===== src/rtl/rmq_pkg.sv =====
// ----------------------------------------------------------------------------
// rmq_pkg: shared definitions for the range mode query block
// Field widths, request codes, default sizes, controller states and the
// command and status bundles between controller and datapath.
// ----------------------------------------------------------------------------
package rmq_pkg;

  // Fixed widths of the request and result fields.
  localparam int FUNC_W  = 1;
  localparam int INDEX_W = 10;
  localparam int VALUE_W = 10;
  localparam int COUNT_W = 11;

  // Default sizes of the element store and the value range.
  localparam int ARRAY_DEPTH_DEF = 1024;
  localparam int VALUE_LIMIT_DEF = 1024;

  // Request codes carried on the func field.
  localparam logic [FUNC_W-1:0] FUNC_WRITE = 1'b0;
  localparam logic [FUNC_W-1:0] FUNC_QUERY = 1'b1;

  typedef enum logic [2:0] {
    ST_CLEAR,
    ST_IDLE,
    ST_COUNT,
    ST_DRAIN,
    ST_RESTORE,
    ST_RDRAIN,
    ST_HOLD
  } state_t;

  // Commands from the controller to the datapath.
  typedef struct packed {
    logic clr_step;
    logic elem_wr;
    logic load;
    logic issue;
    logic restore;
    logic rewind;
    logic out_load;
  } cmd_t;

  // Status from the datapath to the controller.
  typedef struct packed {
    logic clr_last;
    logic idx_last;
    logic pipe_busy;
  } status_t;

endpackage


===== src/rtl/rmq_ctrl.sv =====
// ----------------------------------------------------------------------------
// rmq_ctrl: controller state machine for the range mode query block
// Sequences the count table clearing pass, element writes, the counting
// pass, the restore pass and the result handoff.
// ----------------------------------------------------------------------------
module rmq_ctrl (
  input  logic                         clk,
  input  logic                         rst_n,
  input  logic                         in_valid,
  output logic                         in_stall,
  input  logic [rmq_pkg::FUNC_W-1:0]   in_func,
  output logic                         out_valid,
  input  logic                         out_stall,
  output rmq_pkg::cmd_t                cmd,
  input  rmq_pkg::status_t             status
);
  import rmq_pkg::*;

  state_t state_r, state_nxt;
  logic   out_valid_r, out_valid_nxt;
  logic   accept;

  always_ff @(posedge clk) begin
    if (!rst_n) begin
      state_r     <= ST_CLEAR;
      out_valid_r <= 1'b0;
    end else begin
      state_r     <= state_nxt;
      out_valid_r <= out_valid_nxt;
    end
  end

  assign in_stall  = (state_r != ST_IDLE);
  assign accept    = in_valid && !in_stall;
  assign out_valid = out_valid_r;

  always_comb begin
    state_nxt = state_r;
    cmd       = '0;
    case (state_r)
      ST_CLEAR: begin
        cmd.clr_step = 1'b1;
        if (status.clr_last) begin
          state_nxt = ST_IDLE;
        end
      end
      ST_IDLE: begin
        if (accept) begin
          if (in_func == FUNC_QUERY) begin
            cmd.load  = 1'b1;
            state_nxt = ST_COUNT;
          end else begin
            cmd.elem_wr = 1'b1;
          end
        end
      end
      ST_COUNT: begin
        cmd.issue = 1'b1;
        if (status.idx_last) begin
          state_nxt = ST_DRAIN;
        end
      end
      ST_DRAIN: begin
        cmd.rewind = 1'b1;
        if (!status.pipe_busy) begin
          state_nxt = ST_RESTORE;
        end
      end
      ST_RESTORE: begin
        cmd.issue   = 1'b1;
        cmd.restore = 1'b1;
        if (status.idx_last) begin
          state_nxt = ST_RDRAIN;
        end
      end
      ST_RDRAIN: begin
        if (!status.pipe_busy) begin
          state_nxt = ST_HOLD;
        end
      end
      ST_HOLD: begin
        if (!out_valid_r || !out_stall) begin
          cmd.out_load = 1'b1;
          state_nxt    = ST_IDLE;
        end
      end
      default: begin
        state_nxt = ST_CLEAR;
      end
    endcase
    out_valid_nxt = cmd.out_load ? 1'b1 : (out_valid_r && out_stall);
  end

endmodule


===== config.mk =====
export PLATFORM = sky130hd
export DESIGN_NAME = rmq_ctrl
export DESIGN_NICKNAME = d
export VERILOG_FILES = /design/src/rtl/rmq_pkg.sv /design/src/rtl/rmq_ctrl.sv
export SDC_FILE = /design/constraint.sdc
export NUM_CORES = 1
export LEC_CHECK = 0
export BUFFER_PORTS_ARGS = -buffer_cell sky130_fd_sc_hd__buf_2
export CAP_MARGIN = 40
export CORE_AREA = 5 5 42 44
export DETAILED_ROUTE_END_ITERATION = 6
export DIE_AREA = 0 0 47 49
export GPL_ROUTABILITY_DRIVEN = 0
export PLACE_DENSITY_LB_ADDON = 0.2
export SETUP_SLACK_MARGIN = 0.15
export SYNTH_ARGS = -nofsm -noshare
export SYNTH_HDL_FRONTEND = slang
export SYNTH_SLANG_ARGS = --single-unit

===== constraint.sdc =====
create_clock -name clk -period 2.4 [get_ports clk]
set_input_delay 0.36 -clock clk [delete_from_list [all_inputs] [get_ports clk]]
set_output_delay 0.36 -clock clk [all_outputs]
set_load 0.01 [all_outputs]

==> impl_metrics.csv <==
group,metric,value,unit
drt,viasPerCell,4.73,
logic_synthesis,async_flop_share,0,
clock_network,holdBufCountCts,0,
clock_network,cts_resized,0,
logic_synthesis,ys_types,25,
global_route,grt_usage,0.0859,
logic_synthesis,syn-num-nets,48,
timing,finClkSkew,0.00144,ns
cells_and_area,drive_gt1_frac,0.404,
clock_network,cts-htree-levels,1,
drt,drtPass1Iterations,3,
clock_network,cts_buffers,3,
pwr,switching_share,0.396,
worst_setup_path,cpMaxStageDelayCell,"dfxtp_1",
pwr,p_per_area,822,nW/um2
worst_setup_path,max_stage_delay,0.56,ns
timing,finalSetupTns,0,ns
floorplan,die_w,47,um
clock_network,cts_root_buf,"clkbuf_4",
pwr,clockPowerShare,0.235,
global_route,grt_overflow,0,
logic_synthesis,yosysWarnings,0,
logic_synthesis,synth-seq-cells,4,
logic_synthesis,synthTopCellsByCount,"nand2_1 (7), dfxtp_1 (4)",
placed_design,dp_hpwl,642,um
global_route,first_global_vias,320,
floorplan,core.rowCount,14,
drt,postRouteAntennaNets,0,
logic_synthesis,synth_top_cell_by_area,"dfxtp_1",
floorplan,ioPinCount,17,
timing,drv_slew,0,
floorplan,initial_core_util,0.234,
floorplan,core_area,1400,um2
worst_setup_path,path_class,"reg2out",
clock_network,clkTransAtPathRegs,0.04,ns
logic_synthesis,yosysSeqAreaShare,0.244,
timing,tightest_slew,0.410,ns
clock_network,cts_sinks,4,
pwr,p_leak,0.000200,uW
cells_and_area,antenna_cells,0,
pwr,p_int,214,uW
timing,fin_crit,1.71,ns
timing,max_slew_margin,0.726,
floorplan,die_height,49,um
pwr,pwr-share-comb,0.441,
timing,setup_violations,0,
worst_setup_path,endpoint_kind,"primary output",
outcome,outcome,"completed",
worst_setup_path,cp.required,2.04,ns
worst_setup_path,cp-start-kind,"flip-flop",
logic_synthesis,netlist_area,328,um2
timing,timing.final.ws_setup,0.687,ns
job,cap_viol_max_count,0,
clock_network,post-cts-setup-buffers,0,
logic_synthesis,synth.most_common_cell,"nand2_1",
drt,vias,345,
floorplan,die_area,2300,um2
pwr,vdd_drop_max,0.000306,V
timing,hold_viol_final,0,
global_route,antenna_found_initial,0,
global_route,grt_max_degree,12,
worst_setup_path,cp_max_fo,11,
placed_design,place_ws,0.915,ns
drt,wl,796,um
logic_synthesis,syn_area_per_cell,8.20,um2
logic_synthesis,synthTopCellsByArea,"dfxtp_1 (24%), nand2_1 (8.0%), nor3b_4 (5.7%)",
timing,period_share,0.714,
timing,timing.fmax,584,MHz
worst_setup_path,arrival,1.35,ns
drt,drt_iter0_drc,4,
hold_path,hold_path.class,"in2reg",
pwr,p_seq_frac,0.324,
global_route,grt_pass1_wl,1.38,mm
cells_and_area,syn_to_final_growth,31.7,%
clock_network,worst_skew_pair.late_latency,0.24,ns
clock_network,ctsLongestPathBuffers,2,
timing,grt_setup_unrepaired,"no",
timing,hold_slack,0.406,ns
drt,drc,0,
logic_synthesis,syn_inst,40,
pwr,power.switching,141,uW
placed_design,io_buffers,16,
logic_synthesis,ys.flop_type,"dfxtp_1",
worst_setup_path,path_cells,"xor2_1 > and2_1 > buf_2",
clock_network,cts_tree,"yes",
logic_synthesis,netlist.area_leader.share,0.244,
drt,wl_per_cell,10.9,um
cells_and_area,nets,67,
logic_synthesis,synth_edf_count,0,
==> placed cells by master, fill, tap and decap left out, drive strengths merged <==
master   count
a21bo        1
a21boi       2
a21oi        1
a32oi        2
and2         1
and3         1
buf         16
clkbuf       3
dfxtp        4
inv          2
mux2i        1
nand2        7
nand2b       2
nand3        1
nand3b       1
nor2         2
nor3         2
nor3b        3
o2111ai      1
o21a         1
o2bb2ai      1
or3          1
xor2         1
==> metrics by stage <==
step                      instance area, um2   util  total power, uW  cells
after floorplan                          328      -              232     40
after global placement                   409  0.292              275     70
after detailed placement                 409  0.292              275     70
after CTS                                432  0.308              362     73
after global routing                     432  0.308              388     73
final                                    432  0.308              355     73
==> worst paths after layout <==
| kind | startpoint | to | slack [ns] | cells past startpoint |
|---|---|---|---|---|
| worst min-delay path | rst_n | state_r[2] | 0.41 | 2 |
| worst max register to register | state_r[1] | state_r[1] | 1.13 | 3 |
| worst min register to register | out_valid | out_valid | 0.55 | 2 |
| worst max-delay path | state_r[1] | cmd[3] | 0.69 | 3 |
==> flip-flops by register name (all words and copies together) (netlist names) <==
| name | count |
|---|---|
| out_valid | 1 |
| state_r | 3 |
==> critical path, delay by kind of cell (launching register included) <==
kind | cells | cell delay [ns]
XOR/XNOR | 1 | 0.27
flip-flops | 1 | 0.56
buffers and inverters | 1 | 0.12
AND/OR/NAND/NOR | 1 | 0.16
==> final cells by class <==
| type | count | area, um2 |
|---|---|---|
| clock buffers | 3 | 22.5 |
| fillers | 166 | 970 |
| inverters | 2 | 7.51 |
| multi-input cells | 32 | 221 |
| well taps | 16 | 20.0 |
| flip-flops and latches | 4 | 80.1 |
| repair buffers | 16 | 80.1 |
==> power by group through the flow <==
stage | logic [uW] | registers [uW] | clock network, uW
2_1_floorplan | 137 | 94.8 | 0
3_3_place_gp | 160 | 115 | 0
3_5_place_dp | 159 | 116 | 0
4_1_cts | 159 | 114 | 88.4
5_1_grt | 174 | 121 | 93.8
6_report | 157 | 115 | 83.6
==> layer usage <==
metal	GRT usage	up-vias	routed length (um)
met5	0	-	0
li1	-	180	-
met4	0.0691	0	27
met2	0.111	13	316
met1	0.108	148	376
met3	0.0332	4	74
==> cell families after synthesis <==
group,after synthesis,synth area share
xor+xnor,1,0.0267
compound gates,9,0.244
mux,1,0.0305
simple gates,21,0.374
buf+inv,4,0.0802
flops,4,0.244
No activity file was read; power rests on OpenSTA's default activity.
